**config.mk**
```make
export PLATFORM = sky130hd
export DESIGN_NAME = remote_frame_decoder
export DESIGN_NICKNAME = d
export VERILOG_FILES = /design/src/rtl/rfd_pkg.sv /design/src/rtl/rfd_frame_buf.sv /design/src/rtl/rfd_decode.sv /design/src/rtl/remote_frame_decoder.sv
export SDC_FILE = /design/constraint.sdc
export NUM_CORES = 1
export LEC_CHECK = 0
export ABC_AREA = 0
export BUFFER_PORTS_ARGS = -buffer_cell sky130_fd_sc_hd__buf_2
export CAP_MARGIN = 0
export CELL_PAD_IN_SITES_DETAIL_PLACEMENT = 1
export CELL_PAD_IN_SITES_GLOBAL_PLACEMENT = 2
export CORE_ASPECT_RATIO = 0.5
export CORE_MARGIN = 2
export CORE_UTILIZATION = 35
export DETAILED_ROUTE_END_ITERATION = 6
export GPL_ROUTABILITY_DRIVEN = 1
export GPL_TIMING_DRIVEN = 0
export PLACE_DENSITY_LB_ADDON = 0.1
export SLEW_MARGIN = 20
export SYNTH_ARGS = -nofsm -noshare
export SYNTH_HDL_FRONTEND = slang
export SYNTH_SLANG_ARGS = --single-unit
```
**constraint.sdc**
```tcl
create_clock -name clk -period 3.6 [get_ports clk]
set_clock_uncertainty 0.1 [all_clocks]
set_input_delay 0.36 -clock clk [delete_from_list [all_inputs] [get_ports clk]]
set_output_delay 0.36 -clock clk [all_outputs]
set_load 0.05 [all_outputs]
```
**src/rtl/rfd_pkg.sv**
```systemverilog
// Shared types and constants for the remote control frame decoder.
package rfd_pkg;

  localparam int unsigned FRAME_LEN = 18;
  localparam int unsigned CNT_W     = 5;
  localparam int unsigned CH_W      = 11;
  localparam int unsigned FRAMES_W  = 7;
  localparam int unsigned MASK_W    = 16;
  localparam int unsigned OUT_W     = 160;

  localparam logic [FRAMES_W-1:0] REBOOT_FRAMES_RST = 7'd70;
  localparam logic [MASK_W-1:0]   CHORD_MASK_RST    = 16'h0420;
  localparam logic [FRAMES_W-1:0] CHORD_MAX         = 7'd127;

  // Register index on the configuration port (word address bit 2)
  localparam logic REG_REBOOT_FRAMES = 1'b0;
  localparam logic REG_CHORD_MASK    = 1'b1;

  // Input item kind
  localparam logic FUNC_BYTE = 1'b0;
  localparam logic FUNC_IDLE = 1'b1;

  // Switch s2 positions
  localparam logic [1:0] SW_HOLD   = 2'd0;
  localparam logic [1:0] SW_MOUSE  = 2'd1;
  localparam logic [1:0] SW_STOP   = 2'd2;
  localparam logic [1:0] SW_REMOTE = 2'd3;

  typedef enum logic [1:0] {
    MODE_STOP     = 2'd0,
    MODE_REMOTE   = 2'd1,
    MODE_MOUSEKEY = 2'd2
  } mode_t;

  typedef logic [FRAME_LEN-1:0][7:0] frame_t;

  // First member sits in the top bits, so sticks ends up at bit 0
  typedef struct packed {
    logic              reboot_request;
    logic [15:0]       key_toggles;
    logic [1:0]        input_mode;
    logic [15:0]       key_word;
    logic [15:0]       mouse_buttons;
    logic signed [15:0] mouse_z;
    logic signed [15:0] mouse_y;
    logic signed [15:0] mouse_x;
    logic [1:0]        switch_right;
    logic [1:0]        switch_left;
    logic [5*CH_W-1:0] sticks;
  } result_t;

  typedef struct packed {
    logic [FRAMES_W-1:0] reboot_frames;
    logic [MASK_W-1:0]   chord_mask;
  } cfg_t;

endpackage

```
**src/rtl/rfd_frame_buf.sv**
```systemverilog
// Byte counter and 18-byte frame store.
module rfd_frame_buf (
  input  logic                 clk,
  input  logic                 rst_n,
  input  logic                 byte_wr,
  input  logic                 idle_evt,
  input  logic [7:0]           rx_byte,
  output logic                 full,
  output rfd_pkg::frame_t      frame
);

  logic [rfd_pkg::CNT_W-1:0] count_r;
  logic [rfd_pkg::CNT_W-1:0] count_nxt;
  rfd_pkg::frame_t           frame_r;

  assign full  = (count_r >= rfd_pkg::CNT_W'(rfd_pkg::FRAME_LEN));
  assign frame = frame_r;

  always_comb begin
    count_nxt = count_r;
    if (idle_evt) begin
      count_nxt = '0;
    end else if (byte_wr && !full) begin
      count_nxt = count_r + 1'b1;
    end
  end

  always_ff @(posedge clk) begin
    if (!rst_n) begin
      count_r <= '0;
    end else begin
      count_r <= count_nxt;
    end
  end

  // Store has no reset; entries are only read once a full frame is in
  always_ff @(posedge clk) begin
    for (int i = 0; i < int'(rfd_pkg::FRAME_LEN); i++) begin
      if (byte_wr && !full && count_r == rfd_pkg::CNT_W'(i)) begin
        frame_r[i] <= rx_byte;
      end
    end
  end

endmodule

```
**src/rtl/rfd_decode.sv**
```systemverilog
// Frame field unpacking, mode, key toggles and reboot chord tracking.
module rfd_decode (
  input  logic               clk,
  input  logic               rst_n,
  input  logic               fire,
  input  rfd_pkg::frame_t    frame,
  input  rfd_pkg::cfg_t      cfg,
  output rfd_pkg::result_t   result
);

  rfd_pkg::mode_t                 mode_r, mode_nxt;
  logic [15:0]                    prev_key_r, toggle_r, toggle_nxt;
  logic [rfd_pkg::FRAMES_W-1:0]   chord_r, chord_nxt;
  logic [15:0]                    keys;
  logic [1:0]                     s2;
  logic                           chord_hit;

  assign keys = {frame[15], frame[14]};
  assign s2   = frame[5][5:4];

  always_comb begin
    case (s2)
      rfd_pkg::SW_STOP:   mode_nxt = rfd_pkg::MODE_STOP;
      rfd_pkg::SW_REMOTE: mode_nxt = rfd_pkg::MODE_REMOTE;
      rfd_pkg::SW_MOUSE:  mode_nxt = rfd_pkg::MODE_MOUSEKEY;
      default:            mode_nxt = mode_r;
    endcase
  end

  // Toggles follow rising key bits, using the mode after this frame
  assign toggle_nxt = (mode_nxt != rfd_pkg::MODE_STOP) ?
                      (toggle_r ^ (keys & ~prev_key_r)) : toggle_r;

  assign chord_hit = (s2 == rfd_pkg::SW_STOP) && ((keys & cfg.chord_mask) == cfg.chord_mask);

  always_comb begin
    if (!chord_hit) begin
      chord_nxt = '0;
    end else if (chord_r < rfd_pkg::CHORD_MAX) begin
      chord_nxt = chord_r + 1'b1;
    end else begin
      chord_nxt = chord_r;
    end
  end

  always_ff @(posedge clk) begin
    if (!rst_n) begin
      mode_r     <= rfd_pkg::MODE_STOP;
      prev_key_r <= '0;
      toggle_r   <= '0;
      chord_r    <= '0;
    end else if (fire) begin
      mode_r     <= mode_nxt;
      prev_key_r <= keys;
      toggle_r   <= toggle_nxt;
      chord_r    <= chord_nxt;
    end
  end

  always_comb begin
    result.sticks         = {frame[17][2:0], frame[16],
                             frame[5][3:0], frame[4][7:1],
                             frame[4][0], frame[3], frame[2][7:6],
                             frame[2][5:0], frame[1][7:3],
                             frame[1][2:0], frame[0]};
    result.switch_left    = frame[5][7:6];
    result.switch_right   = s2;
    result.mouse_x        = {frame[7], frame[6]};
    result.mouse_y        = {frame[9], frame[8]};
    result.mouse_z        = {frame[11], frame[10]};
    result.mouse_buttons  = {frame[13], frame[12]};
    result.key_word       = keys;
    result.input_mode     = mode_nxt;
    result.key_toggles    = toggle_nxt;
    result.reboot_request = (chord_nxt >= cfg.reboot_frames);
  end

endmodule

```
**src/rtl/remote_frame_decoder.sv**
```systemverilog
// Remote control frame decoder: top level with config port and result register.
// One request (a received byte or a line-idle event) is taken per clock. A
// byte goes into the frame store; an idle event on a frame of 18 or more bytes
// is decoded in the same cycle and the result appears on the out_ channel the
// next cycle, held in a single result register. in_tready drops only while
// that register holds a result that the sink has not taken, so with out_tready
// high the block runs at one request per cycle.
// Idle events on shorter frames give no result. Bytes past the 18th are dropped.
module remote_frame_decoder (
  input  logic         clk,
  input  logic         rst_n,
  input  logic         in_tvalid,
  output logic         in_tready,
  input  logic [7:0]   in_tdata,   // [7:0] rx_byte
  input  logic         in_tuser,   // [0] func: 0 byte, 1 line idle
  output logic         out_tvalid,
  input  logic         out_tready,
  // [54:0] sticks, [56:55] switch_left, [58:57] switch_right, [74:59] mouse_x,
  // [90:75] mouse_y, [106:91] mouse_z, [122:107] mouse_buttons,
  // [138:123] key_word, [140:139] input_mode, [156:141] key_toggles,
  // [157] reboot_request, [159:158] zero
  output logic [159:0] out_tdata,
  input  logic         cfg_psel,
  input  logic         cfg_penable,
  input  logic         cfg_pwrite,
  input  logic [2:0]   cfg_paddr,
  input  logic [31:0]  cfg_pwdata,
  output logic [31:0]  cfg_prdata,
  output logic         cfg_pready
);

  rfd_pkg::cfg_t    cfg_r;
  rfd_pkg::frame_t  frame;
  rfd_pkg::result_t result;
  rfd_pkg::result_t res_r;
  logic             out_valid_r, out_valid_nxt;
  logic             in_acc, byte_wr, idle_evt, full, fire, cfg_wr;

  assign cfg_pready = 1'b1;
  assign cfg_wr     = cfg_psel && cfg_penable && cfg_pwrite;

  always_ff @(posedge clk) begin
    if (!rst_n) begin
      cfg_r.reboot_frames <= rfd_pkg::REBOOT_FRAMES_RST;
      cfg_r.chord_mask    <= rfd_pkg::CHORD_MASK_RST;
    end else if (cfg_wr) begin
      case (cfg_paddr[2])
        rfd_pkg::REG_REBOOT_FRAMES: cfg_r.reboot_frames <= cfg_pwdata[rfd_pkg::FRAMES_W-1:0];
        rfd_pkg::REG_CHORD_MASK:    cfg_r.chord_mask    <= cfg_pwdata[rfd_pkg::MASK_W-1:0];
        default: ;
      endcase
    end
  end

  always_comb begin
    case (cfg_paddr[2])
      rfd_pkg::REG_REBOOT_FRAMES: cfg_prdata = 32'(cfg_r.reboot_frames);
      rfd_pkg::REG_CHORD_MASK:    cfg_prdata = 32'(cfg_r.chord_mask);
      default:                    cfg_prdata = '0;
    endcase
  end

  assign in_tready = !out_valid_r || out_tready;
  assign in_acc    = in_tvalid && in_tready;
  assign byte_wr   = in_acc && (in_tuser == rfd_pkg::FUNC_BYTE);
  assign idle_evt  = in_acc && (in_tuser == rfd_pkg::FUNC_IDLE);
  assign fire      = idle_evt && full;

  rfd_frame_buf u_buf (
    .clk      (clk),
    .rst_n    (rst_n),
    .byte_wr  (byte_wr),
    .idle_evt (idle_evt),
    .rx_byte  (in_tdata),
    .full     (full),
    .frame    (frame)
  );

  rfd_decode u_dec (
    .clk    (clk),
    .rst_n  (rst_n),
    .fire   (fire),
    .frame  (frame),
    .cfg    (cfg_r),
    .result (result)
  );

  always_comb begin
    out_valid_nxt = out_valid_r;
    if (fire) begin
      out_valid_nxt = 1'b1;
    end else if (out_tready) begin
      out_valid_nxt = 1'b0;
    end
  end

  always_ff @(posedge clk) begin
    if (!rst_n) begin
      out_valid_r <= 1'b0;
    end else begin
      out_valid_r <= out_valid_nxt;
    end
  end

  always_ff @(posedge clk) begin
    if (fire) begin
      res_r <= result;
    end
  end

  assign out_tvalid = out_valid_r;
  assign out_tdata  = {2'b00, res_r};

endmodule

```
## After elaboration in Yosys (flattened, before gate mapping)

Cells that the tools add are included.

- Register bits after elaboration: 367
- Input bits: 51
- Output and inout port bits: 195
- Logic and storage cells: 112

- Add/sub/neg operators: 2
- $lt $le $gt $ge: 3
- Equal/unequal tests: 21
- Multiplexer cells: 7
- Bitwise logic cells: 7
- Reductions and logical operators: 35

Operator list:

| operator | count |
|---|---|
| one-hot mux 32 bit (2 select lines) | 1 |
| == test 5 x 4 -> 1 bit, second input constant | 8 |
| bitwise AND 16 bit | 2 |
| logical AND 1 bit | 26 |
| == test 5 x 3 -> 1 bit, second input constant | 4 |
| == test 16 bit | 1 |
| 2-to-1 mux 16 bit | 1 |
| inverter 16 bit | 1 |
| XOR 16 bit | 1 |
| 2-to-1 mux 7 bit | 2 |
| == test 5 x 2 -> 1 bit, second input constant | 2 |
| == test 5 bit, second input constant | 2 |
| adder 7 x 1 -> 7 bit, second input constant | 1 |
| greater-or-equal comparator 7 bit | 1 |
| less-than comparator 7 bit, second input constant | 1 |
| one-hot mux 2 bit (3 select lines) | 1 |
| adder 5 x 1 -> 5 bit, second input constant | 1 |
| == test 5 x 1 -> 1 bit, second input constant | 1 |
| greater-or-equal comparator 5 bit, second input constant | 1 |
| logical NOT 5 bit | 1 |
| == test 2 bit, second input constant | 2 |
| AND reduction 2 bit | 2 |
| nonzero test 2 bit | 2 |
| inverter 1 bit | 3 |
| other kinds (5) | 7 |

## Logic depth before layout (Yosys ltp)

- Depth after elaboration: 6
- Mapped depth: 9
- Mapped depth without buffers: 9

## By module

A second synthesis with hierarchy kept.

- Cells, all modules: 937
- Area total of the unflattened synthesis: 14261.2 um^2

Modules (own cells, without submodules):

| module | times used | cells each | area each (um^2) | sequential area each (um^2) |
|---|---|---|---|---|
| remote_frame_decoder | 1 | 305 | 6079.6 | 5225.0 |
| rfd_frame_buf | 1 | 202 | 4792.1 | 4424.2 |
| rfd_decode | 1 | 430 | 3389.5 | 820.8 |

## Worst setup path before layout

Ideal clock, no wire load.

- Kind: register to register
- Start: register u_buf.count_r[0] in the netlist's numbering
- End: register res_r (netlist bit out_tdata[0]) (enable)
- Library setup time: 450 ps
- Data arrival time: 3308 ps
- Required time: 3050 ps
- Path slack: -258 ps
- Stages on the path, launching flop included: 8
- Buffers on the path: 2
- Period minus slack after synthesis: 3858 ps
- Cells stage by stage: dfxtp_1 inv_1 ha_1 o41ai_1 or4_1 buf_2 clkinv_2 buf_2

- Cells in the longest elaborated chain, start to end: 2

RTL lines:

| item | line | text |
|---|---|---|
| start, declared | rfd_frame_buf.sv:12 | `logic [rfd_pkg::CNT_W-1:0] count_r;` |
| start signal, assigned | rfd_frame_buf.sv:32 | `count_r <= count_nxt;` |
| greater-or-equal comparator 5 bit | rfd_frame_buf.sv:16 | `assign full = (count_r >= rfd_pkg::CNT_W'(rfd_pkg::FRAME_LEN));` |
| logical AND 1 bit | remote_frame_decoder.sv:67 | `assign fire = idle_evt && full;` |
| named net fire | remote_frame_decoder.sv:37 | `logic in_acc, byte_wr, idle_evt, full, fire, cfg_wr;` |
| end signal, assigned | remote_frame_decoder.sv:107 | `res_r <= result;` |
| end, declared | remote_frame_decoder.sv:35 | `rfd_pkg::result_t res_r;` |

The timed path passes the listed nets, and every way through them passes these cells.
A chain may end at the register's enable or synchronous reset.

## Worst setup path in the final report

- Start: register u_buf.count_r[0] in the netlist's numbering
- End: register u_buf.frame_r (netlist bit u_buf.frame[95]) (enable)

- Cells in the longest elaborated chain, start to end: 4
- Elaborated cells on any way between the ends: 5
- Those cells by class: 1 x order compare; 1 x eq/ne; 3 x reduce/logical

RTL lines:

| item | line | text |
|---|---|---|
| greater-or-equal comparator 5 bit | rfd_frame_buf.sv:16 |  |
| logical NOT 1 bit | rfd_frame_buf.sv:39 | `if (byte_wr && !full && count_r == rfd_pkg::CNT_W'(i)) begin` |
| logical AND 1 bit | rfd_frame_buf.sv:39 |  |
| logical AND 1 bit (*) | rfd_frame_buf.sv:39 |  |
| end signal, assigned by index | rfd_frame_buf.sv:40 | `frame_r[i] <= rx_byte;` |
| end, declared | rfd_frame_buf.sv:14 | `rfd_pkg::frame_t frame_r;` |

Mark *: on every way between the ends. The rest lies on a longest branch, timed or not.

==> run metrics <==
status=finished, final reports clean; register bit total from synthesis=367; share of cells above drive strength 1=27.4%; WL/cell=20.3 um; power share of the clock group=43.4%; total global routing track utilization=16.7%; post-synth top area share=67.2%; MaxCap Viol Count=0; CTS clk-pin slew, worst paths=60 ps; CTS tree=yes; Critical Path End=u_buf.frame[95]$_DFFE_PP_; Finished Core Util=43.7%; Max H-tree Level=2; Rel. slew slack=46.6%; Crit Path Max Fanout=10; first-pass GRT wire length=49.3 mm; hpwl dp=21.9 mm; IO buf count=207; crit start category=flip-flop; top post-synthesis cells by area=edfxtp_1 (67%), dfxtp_1 (11%), nand2_1 (3.1%); endpoint class of the critical path=flip-flop; reg2reg setup slack=290 ps; Synth area leader=edfxtp_1; most frequent cell after synthesis=edfxtp_1; Max Slew Vio Count=0; num rows=50; Most used DFF post-synth=edfxtp_1; synthesized area=13300 um2; CTS Buffer Depth=3; Max Fclk=0.302 GHz; pwr dens=522 nW/um2; combinational cell fraction of total power=3.0%; register area share after synthesis=77.7%; cell area after layout=16400 um2; Synth warnings=0; Detailed Route Iter0 Violations=418; clk_lat worst skew=530 ps; Sw Ratio=20.9%; HP Class=in -> reg; via count=7539; number of synthesized flops with an enable pin=297; die span in y=142 um; Final ANT Viol Nets=0; Data arrival, critical path=3360 ps; via/cell ratio=4.63; sequential power share=53.6%; Leak=5.72 nW; Synth async-reset ratio=0%; R2R cell count=6; FF-to-FF End=u_buf.frame[95]$_DFFE_PP_; Core ar.=37400 um2; placed standard-cell area=15000 um2; Die W=279 um; number of global-route vias before repair=7852; clk root buf=clkbuf_16; Layout Area Growth over Synthesis=23.1%; Tcrit/Tclk final=91.9%; drt drc=0; largest net degree at the start of global routing=90; CTS Sinks=367; nets=1171; initial antenna violation count=0; sw power=0.00179 W; synthesized area per cell=16.0 um2; antenna cells=0; initial core utilization=35.5%; minimum clock period=3310 ps; Total Wirelength=32.9 mm; Yosys cell types=49; RD Place Congestion=0.762; total CTS buffers=35; total gr overflow=0; FF-to-FF Start=u_buf.count_r[0]$_SDFFE_PP0P_; Gate Count Post-Synth=829; commonest cells in the netlist=edfxtp_1 (297), nand2_1 (111), dfxtp_1 (70); Die ar.=39600 um2; total I/O pin count=246; Setup-failing EPs final=0; unrepaired setup endpoints after global routing=no; Data required, critical path=3660 ps; worst-case vdd ir drop=0.262 mV; internal power=0.00675 W; Worst-Margin Slew=799 ps; Crit Path Class=reg -> reg; final hold viol count=0; CP startpoint=u_buf.count_r[0]$_SDFFE_PP0P_; router iterations before antenna repair=4
critical path, cell delays in order (launching register included):
cell	delay (ps)
dfxtp_1	410
inv_1	120
ha_1	220
o41ai_1	440
nand4_1	470
or3_1	540
nor2_1	630
cells in the final DEF, fill, tap and decap left out, types with 5 or more instances in the layout:
cell type      count
nand2_1          111
mux2i_1           17
buf_4             19
nor4b_4           11
clkinv_1           5
clkbuf_16         35
and2_1             8
nand2b_1          23
nand3_1           15
clkinv_2           8
o31ai_1            8
buf_2            210
edfxtp_1         297
a21boi_0          37
nand3b_1          13
or3_1              6
inv_1             23
nor2_1            26
clkbuf_1          26
dfxtp_1           70
xnor2_1           18
nor2b_1           11
conb_1            19
nor3_1            10
o21ai_0           15
ha_1              13
dlygate4sd3_1     16
sequential cells by signal, summed over array words and instances, names as in the netlist:
name	cells
u_buf.count_r	5
u_dec.prev_key_r	16
out_tvalid	1
u_dec.chord_r	7
u_dec.toggle_r	16
u_buf.frame	139
u_dec.mode_r	2
cfg_r	23
out_tdata	158
through the flow:
step           setup WS (ps)  hold slack, ps  TNS [ps]  power, W  instances
2_1_floorplan            585             300         0   0.00482        846
6_report                 293            90.5         0   0.00854       1627
4_1_cts                  101            69.2         0   0.00866       1627
3_5_place_dp            87.2             305         0   0.00492       1548
3_3_place_gp            -176             301    -25510   0.00492       1547
5_1_grt                 43.3             117         0   0.00884       1627
how the worst min path moves through the flow:
stage                               from                       endpoint  slack [ps]  depth (start not counted)
3_3_place_gp    u_buf.frame[1]$_DFFE_PP_         out_tdata[1]$_DFFE_PP_         300                          0
2_1_floorplan   u_buf.frame[0]$_DFFE_PP_         out_tdata[0]$_DFFE_PP_         300                          0
3_5_place_dp   u_buf.frame[40]$_DFFE_PP_        out_tdata[40]$_DFFE_PP_         310                          0
5_1_grt                        in_tvalid  u_buf.count_r[4]$_SDFFE_PP0P_         120                          3
4_1_cts                        in_tvalid  u_buf.count_r[4]$_SDFFE_PP0P_          70                          3
6_report                       in_tvalid  u_buf.count_r[4]$_SDFFE_PP0P_          90                          3
power groups by stage:
stage / combinational (W) / sequential (W) / clock, W
finish: 0.000259 / 0.00458 / 0.00370
CTS: 0.000264 / 0.00458 / 0.00382
floorplan: 0.000141 / 0.00468 / 0
global placement: 0.000247 / 0.00467 / 0
global route: 0.000281 / 0.00458 / 0.00398
detailed placement: 0.000250 / 0.00467 / 0
repair_timing:
item | CTS | global route
endpoints found under the setup margin | 0 | 8
hold endpoints to repair | 22 | 0
hold buffers | 16 | 0
resized for setup | 0 | 1
setup buffers | 0 | 0
cell type report:
cell class                 instances  area [um2]
fill                            3788       21100
sequential                       367       10300
multi-input combinational        408        2680
timing repair buffer             224        1220
clock buffer                      43         916
tap                              494         618
buffer                            47         285
clock inverter                    20         220
inverter                          24        91.3
metal layers:
metal / up-vias / GRT usage, % / share of wire (%)
li1: 3546 / - / -
met1: 3819 / 22.0 / 46
met2: 136 / 28.9 / 50
met3: 38 / 2.90 / 3.5
met4: 0 / 3.74 / 1.4
met5: - / 0 / 0
logic make-up (layout without fill, tap and decap cells):
| logic type | after synthesis | count (layout) | share of synthesized area [%] |
|---|---|---|---|
| flip-flops | 367 | 367 | 77.7 |
| AND/OR/NAND/NOR | 258 | 258 | 11.3 |
| buffers and inverters | 71 | 358 | 2.76 |
| other | 2 | 19 | 0.0565 |
| adder cells (fa/ha/maj) | 13 | 13 | 1.22 |
| XOR/XNOR | 18 | 18 | 1.19 |
| multiplexers | 18 | 18 | 1.37 |
| AO/OA/AOI/OAI | 82 | 82 | 4.39 |
Power figures use the tool's default switching activity.
